==> src/rtl/smp_pkg.sv <==
// ----------------------------------------------------------------------------
// STUN message parser package
// Word types, record kinds, address families, parse status codes and protocol constants.
// ----------------------------------------------------------------------------
`default_nettype none

package smp_pkg;

    typedef struct packed {
        logic [7:0] in_byte;
        logic       end_of_datagram;
    } in_t;

    typedef struct packed {
        logic [3:0]  record_kind;
        logic [63:0] value_high;
        logic [63:0] value_low;
        logic [15:0] port;
        logic [1:0]  addr_family;
        logic [1:0]  parse_status;
        logic        last_record;
    } out_t;

    localparam logic [3:0] KIND_HEADER      = 4'd0;
    localparam logic [3:0] KIND_MAPPED      = 4'd1;
    localparam logic [3:0] KIND_PEER        = 4'd2;
    localparam logic [3:0] KIND_RELAYED     = 4'd3;
    localparam logic [3:0] KIND_PRIORITY    = 4'd4;
    localparam logic [3:0] KIND_LIFETIME    = 4'd5;
    localparam logic [3:0] KIND_USECAND     = 4'd6;
    localparam logic [3:0] KIND_CONTROLLING = 4'd7;
    localparam logic [3:0] KIND_CONTROLLED  = 4'd8;
    localparam logic [3:0] KIND_ERROR       = 4'd9;
    localparam logic [3:0] KIND_CONNID      = 4'd10;
    localparam logic [3:0] KIND_INTEGRITY   = 4'd11;
    localparam logic [3:0] KIND_FINGERPRINT = 4'd12;
    localparam logic [3:0] KIND_END         = 4'd13;

    localparam logic [1:0] FAM_IPV4     = 2'd0;
    localparam logic [1:0] FAM_IPV6     = 2'd1;
    localparam logic [1:0] FAM_UNUSABLE = 2'd2;

    localparam logic [1:0] ST_OK        = 2'd0;
    localparam logic [1:0] ST_SHORT     = 2'd1;
    localparam logic [1:0] ST_COOKIE    = 2'd2;
    localparam logic [1:0] ST_TRUNCATED = 2'd3;

    localparam logic [15:0] ATTR_XOR_MAPPED  = 16'h0020;
    localparam logic [15:0] ATTR_XOR_PEER    = 16'h0012;
    localparam logic [15:0] ATTR_XOR_RELAYED = 16'h0016;
    localparam logic [15:0] ATTR_PRIORITY    = 16'h0024;
    localparam logic [15:0] ATTR_LIFETIME    = 16'h000D;
    localparam logic [15:0] ATTR_USECAND     = 16'h0025;
    localparam logic [15:0] ATTR_CONTROLLING = 16'h802A;
    localparam logic [15:0] ATTR_CONTROLLED  = 16'h8029;
    localparam logic [15:0] ATTR_ERROR       = 16'h0009;
    localparam logic [15:0] ATTR_CONNID      = 16'h002A;
    localparam logic [15:0] ATTR_INTEGRITY   = 16'h0008;
    localparam logic [15:0] ATTR_FINGERPRINT = 16'h8028;

    localparam logic [7:0]  FAMILY_CODE_V4 = 8'h01;
    localparam logic [7:0]  FAMILY_CODE_V6 = 8'h02;
    localparam logic [31:0] MAGIC_COOKIE   = 32'h2112A442;
    localparam logic [16:0] OFFSET_MAX     = 17'h1FFFF;
    localparam int          STORE_DEPTH    = 20;
    localparam int          OUT_DEPTH      = 4;

endpackage

`default_nettype wire

==> src/rtl/stun_message_parser.sv <==
// Records enter the result queue as their byte is accepted; the queue head is offered.
// One byte per cycle unless stalled; up to two records per byte leave one per cycle.
// A four-entry result queue holds records; input stalls only when it has under two free.
// Reset is asynchronous and active low and returns the parser to the header phase.
// The end-of-datagram byte also returns the parse state, not the result queue, to reset.
// ----------------------------------------------------------------------------
// STUN message parser
// Parses a STUN datagram byte by byte into header, attribute and end records.
// ----------------------------------------------------------------------------
`default_nettype none

module stun_message_parser
    import smp_pkg::*;
(
    input  wire logic clk,
    input  wire logic rst_n,
    input  wire logic in_valid,
    output logic      in_ready,
    input  wire in_t  in_data,
    output logic      out_valid,
    input  wire logic out_ready,
    output out_t      out_data
);

    localparam logic [2:0] PH_HEADER = 3'd0;
    localparam logic [2:0] PH_AHDR   = 3'd1;
    localparam logic [2:0] PH_VALUE  = 3'd2;
    localparam logic [2:0] PH_PAD    = 3'd3;
    localparam logic [2:0] PH_TRAIL  = 3'd4;

    logic [16:0] off_reg,   off_next;
    logic [15:0] mtype_reg, mtype_next;
    logic [15:0] mlen_reg,  mlen_next;
    logic [31:0] cookie_reg, cookie_next;
    logic [31:0] txu_reg,   txu_next;
    logic [63:0] txl_reg,   txl_next;
    logic [2:0]  phase_reg, phase_next;
    logic [15:0] acode_reg, acode_next;
    logic [15:0] alen_reg,  alen_next;
    logic [15:0] vcnt_reg,  vcnt_next;
    logic [7:0]  store_reg [STORE_DEPTH];
    logic [7:0]  sv [STORE_DEPTH];

    out_t        q_reg [OUT_DEPTH];
    out_t        q_next [OUT_DEPTH];
    logic [2:0]  cnt_reg, cnt_next;

    logic        accept;
    logic        pop;
    logic        fin_go;
    logic        fin_v;
    out_t        fin_rec;
    logic        rec_v;
    out_t        rec;
    out_t        end_rec;
    out_t        r0, r1;
    logic [1:0]  npush;

    assign accept    = in_valid && in_ready;
    assign pop       = out_valid && out_ready;
    assign out_valid = (cnt_reg != 3'd0);
    assign out_data  = q_reg[0];
    assign in_ready  = (cnt_reg <= 3'(OUT_DEPTH - 2));

    always_comb
    begin
        for (int i = 0; i < STORE_DEPTH; i++)
        begin
            sv[i] = (phase_reg == PH_VALUE && vcnt_reg == 16'(i)) ? in_data.in_byte
                                                                   : store_reg[i];
        end
    end

    function automatic logic [31:0] be32(input logic [7:0] a, input logic [7:0] b,
                                         input logic [7:0] c, input logic [7:0] d);
        return {a, b, c, d};
    endfunction

    // Builds the record of the attribute that just closed.
    always_comb
    begin
        logic [15:0] err;
        logic [15:0] xport;
        logic        len4, len8, len20;
        err     = 16'(sv[2]) * 16'd100 + 16'(sv[3]);
        xport   = {sv[2], sv[3]} ^ MAGIC_COOKIE[31:16];
        len4    = (alen_next >= 16'd4);
        len8    = (alen_next >= 16'd8);
        len20   = (alen_next >= 16'd20);
        fin_v   = 1'b0;
        fin_rec = '0;
        case (acode_next)
            ATTR_XOR_MAPPED, ATTR_XOR_PEER, ATTR_XOR_RELAYED:
            begin
                fin_v = 1'b1;
                fin_rec.record_kind = (acode_next == ATTR_XOR_MAPPED) ? KIND_MAPPED :
                                      (acode_next == ATTR_XOR_PEER) ? KIND_PEER
                                                                     : KIND_RELAYED;
                fin_rec.addr_family = FAM_UNUSABLE;
                if (len4 && sv[1] == FAMILY_CODE_V4 && len8)
                begin
                    fin_rec.addr_family = FAM_IPV4;
                    fin_rec.port        = xport;
                    fin_rec.value_low   = {32'd0, be32(sv[4], sv[5], sv[6], sv[7])
                                                  ^ MAGIC_COOKIE};
                end
                else if (len4 && sv[1] == FAMILY_CODE_V6 && len20)
                begin
                    fin_rec.addr_family = FAM_IPV6;
                    fin_rec.port        = xport;
                    fin_rec.value_high  = {be32(sv[4], sv[5], sv[6], sv[7]),
                                           be32(sv[8], sv[9], sv[10], sv[11])}
                                          ^ {MAGIC_COOKIE, txu_reg};
                    fin_rec.value_low   = {be32(sv[12], sv[13], sv[14], sv[15]),
                                           be32(sv[16], sv[17], sv[18], sv[19])}
                                          ^ txl_reg;
                end
            end
            ATTR_PRIORITY, ATTR_LIFETIME, ATTR_CONNID:
            begin
                fin_v = len4;
                fin_rec.record_kind = (acode_next == ATTR_PRIORITY) ? KIND_PRIORITY :
                                      (acode_next == ATTR_LIFETIME) ? KIND_LIFETIME
                                                                     : KIND_CONNID;
                fin_rec.value_low = {32'd0, be32(sv[0], sv[1], sv[2], sv[3])};
            end
            ATTR_CONTROLLING, ATTR_CONTROLLED:
            begin
                fin_v = len8;
                fin_rec.record_kind = (acode_next == ATTR_CONTROLLING) ? KIND_CONTROLLING
                                                                        : KIND_CONTROLLED;
                fin_rec.value_low = {be32(sv[0], sv[1], sv[2], sv[3]),
                                     be32(sv[4], sv[5], sv[6], sv[7])};
            end
            ATTR_ERROR:
            begin
                fin_v = len4;
                fin_rec.record_kind = KIND_ERROR;
                fin_rec.value_low   = {48'd0, err};
            end
            ATTR_USECAND:
            begin
                fin_v = 1'b1;
                fin_rec.record_kind = KIND_USECAND;
            end
            ATTR_INTEGRITY:
            begin
                fin_v = 1'b1;
                fin_rec.record_kind = KIND_INTEGRITY;
            end
            ATTR_FINGERPRINT:
            begin
                fin_v = 1'b1;
                fin_rec.record_kind = KIND_FINGERPRINT;
            end
            default:
            begin
                fin_v = 1'b0;
            end
        endcase
    end

    always_comb
    begin
        logic [7:0]  b;
        logic [16:0] n;
        logic [17:0] limit;
        logic [15:0] vc1;
        logic        go_next;
        b          = in_data.in_byte;
        n          = off_reg;
        off_next   = (n < OFFSET_MAX) ? n + 17'd1 : OFFSET_MAX;
        mtype_next = mtype_reg;
        mlen_next  = mlen_reg;
        cookie_next = cookie_reg;
        txu_next   = txu_reg;
        txl_next   = txl_reg;
        phase_next = phase_reg;
        acode_next = acode_reg;
        alen_next  = alen_reg;
        vcnt_next  = vcnt_reg;
        fin_go     = 1'b0;
        rec_v      = 1'b0;
        rec        = '0;
        go_next    = 1'b0;
        vc1        = vcnt_reg + 16'd1;

        unique case (phase_reg)
            PH_HEADER:
            begin
                if (n < 17'd2)
                    mtype_next = {mtype_reg[7:0], b};
                else if (n < 17'd4)
                    mlen_next = {mlen_reg[7:0], b};
                else if (n < 17'd8)
                    cookie_next = {cookie_reg[23:0], b};
                else if (n < 17'd12)
                    txu_next = {txu_reg[23:0], b};
                else
                    txl_next = {txl_reg[55:0], b};
                if (n >= 17'd19)
                begin
                    if (cookie_next == MAGIC_COOKIE)
                    begin
                        rec_v           = 1'b1;
                        rec.record_kind = KIND_HEADER;
                        rec.value_high  = {32'd0, txu_next};
                        rec.value_low   = txl_next;
                        go_next         = 1'b1;
                    end
                    else
                    begin
                        phase_next = PH_TRAIL;
                    end
                end
            end
            PH_AHDR:
            begin
                if (vcnt_reg < 16'd2)
                    acode_next = {acode_reg[7:0], b};
                else
                    alen_next = {alen_reg[7:0], b};
                vcnt_next = vc1;
                if (vc1 >= 16'd4)
                begin
                    vcnt_next = 16'd0;
                    if (alen_next == 16'd0)
                    begin
                        fin_go  = 1'b1;
                        go_next = 1'b1;
                    end
                    else
                    begin
                        phase_next = PH_VALUE;
                    end
                end
            end
            PH_VALUE:
            begin
                vcnt_next = vc1;
                if (vc1 == alen_reg)
                begin
                    fin_go = 1'b1;
                    if (alen_reg[1:0] != 2'd0)
                        phase_next = PH_PAD;
                    else
                        go_next = 1'b1;
                end
            end
            PH_PAD:
            begin
                if (off_next[1:0] == 2'd0)
                    go_next = 1'b1;
            end
            default:
            begin
                phase_next = phase_reg;
            end
        endcase

        if (fin_go)
        begin
            rec_v = fin_v;
            rec   = fin_rec;
        end

        if (go_next)
        begin
            limit = 18'd20 + {2'd0, mlen_next};
            if (phase_reg == PH_HEADER ? (18'd24 <= limit)
                                       : ({1'b0, off_next} + 18'd4 <= limit))
            begin
                phase_next = PH_AHDR;
                vcnt_next  = 16'd0;
            end
            else
            begin
                phase_next = PH_TRAIL;
            end
        end

        end_rec             = '0;
        end_rec.record_kind = KIND_END;
        end_rec.value_low   = {48'd0, mtype_next};
        limit               = 18'd20 + {2'd0, mlen_next};
        if (off_next < 17'd20)
            end_rec.parse_status = ST_SHORT;
        else if (cookie_next != MAGIC_COOKIE)
            end_rec.parse_status = ST_COOKIE;
        else if ({1'b0, off_next} < limit)
            end_rec.parse_status = ST_TRUNCATED;
        else
            end_rec.parse_status = ST_OK;
        end_rec.last_record = 1'b1;
    end

    always_comb
    begin
        r0 = rec;
        r1 = end_rec;
        r0.last_record = !in_data.end_of_datagram;
        npush = 2'd0;
        if (accept)
        begin
            if (rec_v && in_data.end_of_datagram)
                npush = 2'd2;
            else if (rec_v)
                npush = 2'd1;
            else if (in_data.end_of_datagram)
            begin
                npush = 2'd1;
                r0    = end_rec;
            end
        end
    end

    always_comb
    begin
        logic [2:0] base;
        base = cnt_reg - {2'd0, pop};
        for (int i = 0; i < OUT_DEPTH; i++)
        begin
            if (pop && i + 1 < OUT_DEPTH)
                q_next[i] = q_reg[(i + 1) % OUT_DEPTH];
            else
                q_next[i] = q_reg[i];
            if (npush != 2'd0 && 3'(i) == base)
                q_next[i] = r0;
            else if (npush == 2'd2 && 3'(i) == base + 3'd1)
                q_next[i] = r1;
        end
        cnt_next = base + {1'b0, npush};
    end

    always_ff @(posedge clk)
    begin
        q_reg <= q_next;
        if (accept && phase_reg == PH_VALUE && vcnt_reg < 16'(STORE_DEPTH))
            store_reg[vcnt_reg[4:0]] <= in_data.in_byte;
    end

    always_ff @(posedge clk or negedge rst_n)
    begin
        if (!rst_n)
        begin
            cnt_reg    <= '0;
            off_reg    <= '0;
            mtype_reg  <= '0;
            mlen_reg   <= '0;
            cookie_reg <= '0;
            txu_reg    <= '0;
            txl_reg    <= '0;
            phase_reg  <= PH_HEADER;
            acode_reg  <= '0;
            alen_reg   <= '0;
            vcnt_reg   <= '0;
        end
        else
        begin
            cnt_reg <= cnt_next;
            if (accept)
            begin
                if (in_data.end_of_datagram)
                begin
                    off_reg    <= '0;
                    mtype_reg  <= '0;
                    mlen_reg   <= '0;
                    cookie_reg <= '0;
                    txu_reg    <= '0;
                    txl_reg    <= '0;
                    phase_reg  <= PH_HEADER;
                    acode_reg  <= '0;
                    alen_reg   <= '0;
                    vcnt_reg   <= '0;
                end
                else
                begin
                    off_reg    <= off_next;
                    mtype_reg  <= mtype_next;
                    mlen_reg   <= mlen_next;
                    cookie_reg <= cookie_next;
                    txu_reg    <= txu_next;
                    txl_reg    <= txl_next;
                    phase_reg  <= phase_next;
                    acode_reg  <= acode_next;
                    alen_reg   <= alen_next;
                    vcnt_reg   <= vcnt_next;
                end
            end
        end
    end

endmodule

`default_nettype wire

==> config.mk <==
export PLATFORM = sky130hd
export DESIGN_NAME = stun_message_parser
export DESIGN_NICKNAME = d
export VERILOG_FILES = /design/src/rtl/smp_pkg.sv /design/src/rtl/stun_message_parser.sv
export SDC_FILE = /design/constraint.sdc
export NUM_CORES = 2
export LEC_CHECK = 0
export BUFFER_PORTS_ARGS = -buffer_cell sky130_fd_sc_hd__buf_2
export CAP_MARGIN = 5
export CORE_ASPECT_RATIO = 1.5
export CORE_MARGIN = 3
export CORE_UTILIZATION = 28
export DETAILED_ROUTE_END_ITERATION = 6
export PLACE_DENSITY = 0.46
export SLEW_MARGIN = 20
export SYNTH_ARGS = -nofsm -noshare
export SYNTH_HDL_FRONTEND = slang
export SYNTH_SLANG_ARGS = --single-unit
==> constraint.sdc <==
create_clock -name clk -period 18.28 [get_ports clk]
set_input_delay 0.914 -clock clk [delete_from_list [all_inputs] [get_ports clk]]
set_output_delay 0.914 -clock clk [all_outputs]
set_load 0.02 [all_outputs]
## Yosys cells after proc, flatten, opt, wreduce, memory -nomap -nowiden

Memory sizes are Yosys's and may differ from the RTL's.
Index checks and enable logic that the tools add are counted.

| storage, ports and cells | value |
|---|---|
| RAM bits | 160 |
| memories | 1 |
| input port bits | 13 |
| output and inout bits | 155 |
| register bits | 843 |
| logic and storage cells | 307 |

Memory list:

| memory | depth | width | read ports | clocked after memory_dff | wr ports | line | RTL |
|---|---|---|---|---|---|---|---|
| store_reg | 20 | 8 | 20 | 0 | 1 | stun_message_parser.sv:41 | `logic [7:0] store_reg [STORE_DEPTH];` |

| operators by class | value |
|---|---|
| multiplexer cells | 125 |
| eq/ne operators | 52 |
| bitwise logic cells | 4 |
| add/subtract/negate cells | 8 |
| reduce and logical (&&, ||, !) cells | 60 |
| order comparisons | 17 |
| multipliers | 1 |

Operators by type and width:

| cell | count |
|---|---|
| two-way mux 153 bit | 16 |
| two-way mux 64 bit | 8 |
| two-way mux 146 bit | 3 |
| two-way mux 32 bit | 12 |
| two-way mux 16 bit | 18 |
| two-way mux 96 bit | 3 |
| one-hot mux 64 bit (4 select lines) | 1 |
| equality test 16 x 4 -> 1 bit, second input constant | 11 |
| two-way mux 8 bit | 20 |
| equality test 16 x 5 -> 1 bit, second input constant | 6 |
| two-way mux 82 bit | 1 |
| equality test 16 x 3 -> 1 bit, second input constant | 4 |
| equality test 16 x 6 -> 1 bit, second input constant | 4 |
| XOR 64 x 62 -> 64 bit | 1 |
| XOR 64 bit | 1 |
| equality test 16 bit, second input constant | 3 |
| logical AND 1 bit | 37 |
| < comparator 17 x 4 -> 1 bit, second input constant | 2 |
| two-way mux 17 bit | 2 |
| equality test 16 x 2 -> 1 bit, second input constant | 2 |
| equality test 32 x 30 -> 1 bit, second input constant | 1 |
| greater-or-equal comparator 16 x 3 -> 1 bit, second input constant | 2 |
| logical NOT 16 bit | 2 |
| inequality test 32 x 30 -> 1 bit, second input constant | 1 |
| other kinds (58) | 106 |

## Depth between registers and ports, before layout

| logic depth | value |
|---|---|
| word-level depth | 18 |
| gate-level depth with buffers | 27 |

## Least setup slack after synthesis

No wires, ideal clock.

| timing path | value |
|---|---|
| kind | input port to flip-flop |
| from | input in_data[5] (netlist bit) |
| to | register q_reg[0] (netlist bit) (enable) |
| arrival time | 14636 ps |
| setup slack | 2767 ps |
| stages | 15 |
| setup time | 877 ps |
| cell sequence | clkbuf_1 or4b_1 or4_1 a2111oi_0 a31o_2 and3b_1 nand2b_1 nand2_1 a211oi_1 o21ai_0 ha_1 and3_1 clkbuf_1 nand3b_1 o21ai_0 |

| between the ends | value |
|---|---|
| longest elaborated chain between the ends | 15 |
| elaborated cells on any way between the ends | 45 |

RTL lines:

| what | line | RTL |
|---|---|---|
| from (decl) | stun_message_parser.sv:19 | `input wire in_t in_data,` |
| branches (longest 8 deep; another with greater-or-equal comparator 16 x 3 -> 1 bit) | -- |  |
| two-way mux 1 bit * | stun_message_parser.sv:261 | `if (fin_go)` |
| two-way mux 1 bit or logical AND 1 bit (tied branches) | stun_message_parser.sv:307, stun_message_parser.sv:305 |  |
| two-way mux 2 bit * | stun_message_parser.sv:305 | `if (rec_v && in_data.end_of_datagram)` |
| two-way mux 2 bit * | stun_message_parser.sv:303 | `if (accept)` |
| equality test 2 bit or nonzero test 2 bit (tied branches) | stun_message_parser.sv:329, stun_message_parser.sv:327 |  |
| logical AND 1 bit (on tied branches) | stun_message_parser.sv:329, stun_message_parser.sv:327 |  |
| nonzero test 2 bit (no source line) * | -- |  |
| to (signal assigned) | stun_message_parser.sv:337 | `q_reg <= q_next;` |
| to (decl) | stun_message_parser.sv:44 | `out_t q_reg [OUT_DEPTH];` |

Mark *: on every way between the ends. The select of a mux whose other input is x is not followed.
A chain may end at the register's enable or synchronous reset.

==> results.sh <==
export IMPL_synth_cells=4927
export IMPL_start_kind="flop"
export IMPL_report_final_setup_viol=0
export IMPL_synth_top_cell_area_share_pct=44.4
export IMPL_die_height_um=535
export IMPL_syn_area_um2=52200
export IMPL_synth_edff_count=772
export IMPL_end_kind="flop"
export IMPL_dr_wl_met2_um=91400
export IMPL_grt_first_pass_wirelength_um=267000
export IMPL_boundaryPins=168
export IMPL_top_layer_used="met4"
export IMPL_cellInternalPower_uw=4720
export IMPL_timing_critical_path_required_ps=18820
export IMPL_post_cts_setup_buffers=0
export IMPL_syn_nets=5023
export IMPL_track_usage_pct=18.5
export IMPL_finish_net_count=4878
export IMPL_cts_hold_buffers_added=0
export IMPL_path_class="flop to flop"
export IMPL_p_r_area_growth_vs_syn_pct=10.9
export IMPL_async_reset_ff_share_pct=23.0
export IMPL_tritoncts="built"
export IMPL_grt_overflow=0
export IMPL_route_detailed_drc=0
export IMPL_total_die_area_um2=192000
export IMPL_portion_of_total_power_attributed_to_the_clock_network_pct=29.6
export IMPL_core_rowCount=193
export IMPL_ctsRootBufferMaster="sky130_fd_sc_hd__clkbuf_16"
export IMPL_synth_warnings=0
export IMPL_finalSetupTns_ps=0
export IMPL_average_wire_per_standard_cell_um=25.0
export IMPL_numClockSinks=1003
export IMPL_drive_gt1_share_pct=11.4
export IMPL_drt_pass1_iter_count=5
export IMPL_postSynth_topFlopCell="sky130_fd_sc_hd__edfxtp_1"
export IMPL_hold_viol_final=0
export IMPL_cts_made_buffers=99
export IMPL_routed_wl_um=183000
export IMPL_timing_final_crit_period_ps=8420
export IMPL_avgSynthCellArea_um2=10.6
export IMPL_cap_violations=0
export IMPL_postSynthRegisterBits=1003
export IMPL_antenna_violations_before_repair=3
export IMPL_slew_limit_headroom_pct=23.8
export IMPL_clk_transition_reported_paths_ps=60
export IMPL_numPortBuffers=167
export IMPL_synth_cell_type_count=98
export IMPL_achievable_frequency_mhz=119
export IMPL_cp_max_fo=16
export IMPL_seqPwrFrac_pct=44.4
export IMPL_route_met3_wl_um=7550
export IMPL_min_path_type="input port to asynchronous set/reset pin"
export IMPL_start_util_pct=28.2
export IMPL_ant_nets=0
export IMPL_timing_critical_path_arrival_ps=8960
export IMPL_grt_setup_unrepaired="no"
export IMPL_design_core_area_um2=185000
export IMPL_post_synth_main_area_contributors="sky130_fd_sc_hd__edfxtp_1 (44%), sky130_fd_sc_hd__dfrtp_1 (11%), sky130_fd_sc_hd__o21ai_0 (6.1%), sky130_fd_sc_hd__mux2i_1 (4.0%), sky130_fd_sc_hd__nand2_1 (3.6%)"
export IMPL_met1_length_um=74300
export IMPL_total_leakage_power_uw=0.0211
export IMPL_vdd_ir_drop_worst_mv=0.0898
export IMPL_ctsLongestPathBuffers=3
export IMPL_power_net_switching_uw=2430
export IMPL_powerDensity_nw_per_um2=124
export IMPL_vias_per_inst=5.32
export IMPL_die_w_um=358
export IMPL_drt_iter0_markers=3171
export IMPL_final_max_slew_viol_count=0
export IMPL_grt_max_degree=154
export IMPL_final_core_util_pct=31.3
export IMPL_worst_clock_skew_ps=32.2
export IMPL_p_comb_share_pct=26.0
export IMPL_clk_lat_worst_skew_ps=700
export IMPL_power_switching_share_pct=33.9
export IMPL_final_min_period_over_clock_period_pct=46.0
export IMPL_number_of_flip_flops_in_the_largest_register=459
export IMPL_worst_slew_pin_transition_ps=1110
export IMPL_htree_num_levels=3
export IMPL_ctsResizeCount=0
export IMPL_routed_via_count=38800
export IMPL_gpl_final_weighted_congestion=0.922
export IMPL_first_global_vias=37900
export IMPL_synth_seq_area_share_pct=55.5
export IMPL_yosysTopAreaCell="sky130_fd_sc_hd__edfxtp_1"
export IMPL_dp_hpwl_um=125000
export IMPL_outcome="completed"
-- layout by cell type (no fill, tap or decap), drive strengths merged, types with 89 or more instances in the layout --
cell and n:
a22o 139, nand2 498, edfxtp 772, nor2 386
nand3 266, a22oi 89, mux2i 206, buf 273
dfrtp 231, o21ai 653, clkbuf 133, a21oi 191
-- power by group through the flow --
stage	sequential [uW]	clock (uW)	combinational (uW)
final	3180	2110	1860
after global routing	3220	2250	2040
after CTS	3180	2170	1880
after detailed placement	3220	0	1870
after global placement	3220	0	1860
after floorplan	3150	0	1410
-- synth_stat cells (all sizes together), types with 13 or more instances --
cell	instances
edfxtp	772
o21ai	653
nand2	498
nor2	386
clkbuf	322
nand3	266
dfrtp	231
mux2i	206
buf	197
a21oi	191
a22o	139
a22oi	89
ha	78
o22ai	72
xor2	67
xnor2	66
inv	60
nor3	48
nand4	42
nor3b	40
nor4	40
mux2	37
or2	31
and3	28
a31oi	22
a211oi	20
nand2b	20
and2	18
or3	18
and4	17
a21o	15
o211ai	14
or4	13
-- path summary, 6_finish.rpt --
check                           endpoint          start  slack [ps]  cells past startpoint
min in group clk           mtype_reg[14]  mtype_reg[14]         500                      2
setup reg to reg            out_data[36]    vcnt_reg[8]        9860                     18
setup / recovery            out_data[36]    vcnt_reg[8]        9860                     18
hold / removal               alen_reg[5]          rst_n         290                      1
max in group asynchronous    txu_reg[30]          rst_n       16370                      2
hold reg to reg            mtype_reg[14]  mtype_reg[14]         500                      2
-- cell families after synthesis --
kind of cell,count (synthesis),synth area share (%)
buffers and inverters,579,5.42
xor gates and xnor gates,133,2.23
muxes,243,4.75
and+or+nand+nor,1518,13.8
adders and majority gates,83,2.06
DFF,1003,55.5
AOI/OAI and AO/OA,1368,16.2
-- cell type report --
class                      instances  area (um^2)
antenna                            1         2.50
clock buffer                     133         2690
clock inverter                    54          591
fill                           18800       127000
inverter                          60          225
multi-input combinational       3345        20600
sequential                      1003        29000
tap                             2437         3050
timing repair buffer             273         1670
-- per-layer routing --
layer | GRT usage, % | vias to the layer above
met1 | 22.8 | 19500
li1 | - | 17900
met5 | 0 | -
met3 | 1.89 | 316
met4 | 8.54 | 0
met2 | 32.5 | 1113
-- worst max-delay path, stage by stage (launching register included) --
cell	delay, ps
sky130_fd_sc_hd__dfrtp_1	590
sky130_fd_sc_hd__or4_1	650
sky130_fd_sc_hd__nor4_2	970
sky130_fd_sc_hd__nand3_1	560
sky130_fd_sc_hd__mux2i_1	750
sky130_fd_sc_hd__inv_1	220
sky130_fd_sc_hd__ha_1	330
sky130_fd_sc_hd__ha_1	320
sky130_fd_sc_hd__fa_1	470
sky130_fd_sc_hd__ha_1	250
sky130_fd_sc_hd__a211oi_1	500
sky130_fd_sc_hd__o21ai_0	250
sky130_fd_sc_hd__a211oi_1	430
sky130_fd_sc_hd__nand4_1	210
sky130_fd_sc_hd__a2111oi_1	700
sky130_fd_sc_hd__o2111ai_1	250
sky130_fd_sc_hd__a2bb2oi_1	470
sky130_fd_sc_hd__a21oi_1	160
sky130_fd_sc_hd__o21ai_1	160
-- metrics by stage --
step | hold slack, ps | total power, uW | cell area (um^2) | std cells | setup slack (ps)
after floorplan | 450 | 4560 | 52200 | 4927 | 2770
after global placement | 466 | 5080 | 54500 | 7118 | 10050
after detailed placement | 476 | 5090 | 54500 | 7118 | 9970
after CTS | 337 | 7220 | 57800 | 7305 | 9960
after global routing | 356 | 7510 | 57800 | 7306 | 9360
final | 294 | 7150 | 57800 | 7306 | 9860
Power figures use the tool's default switching activity.
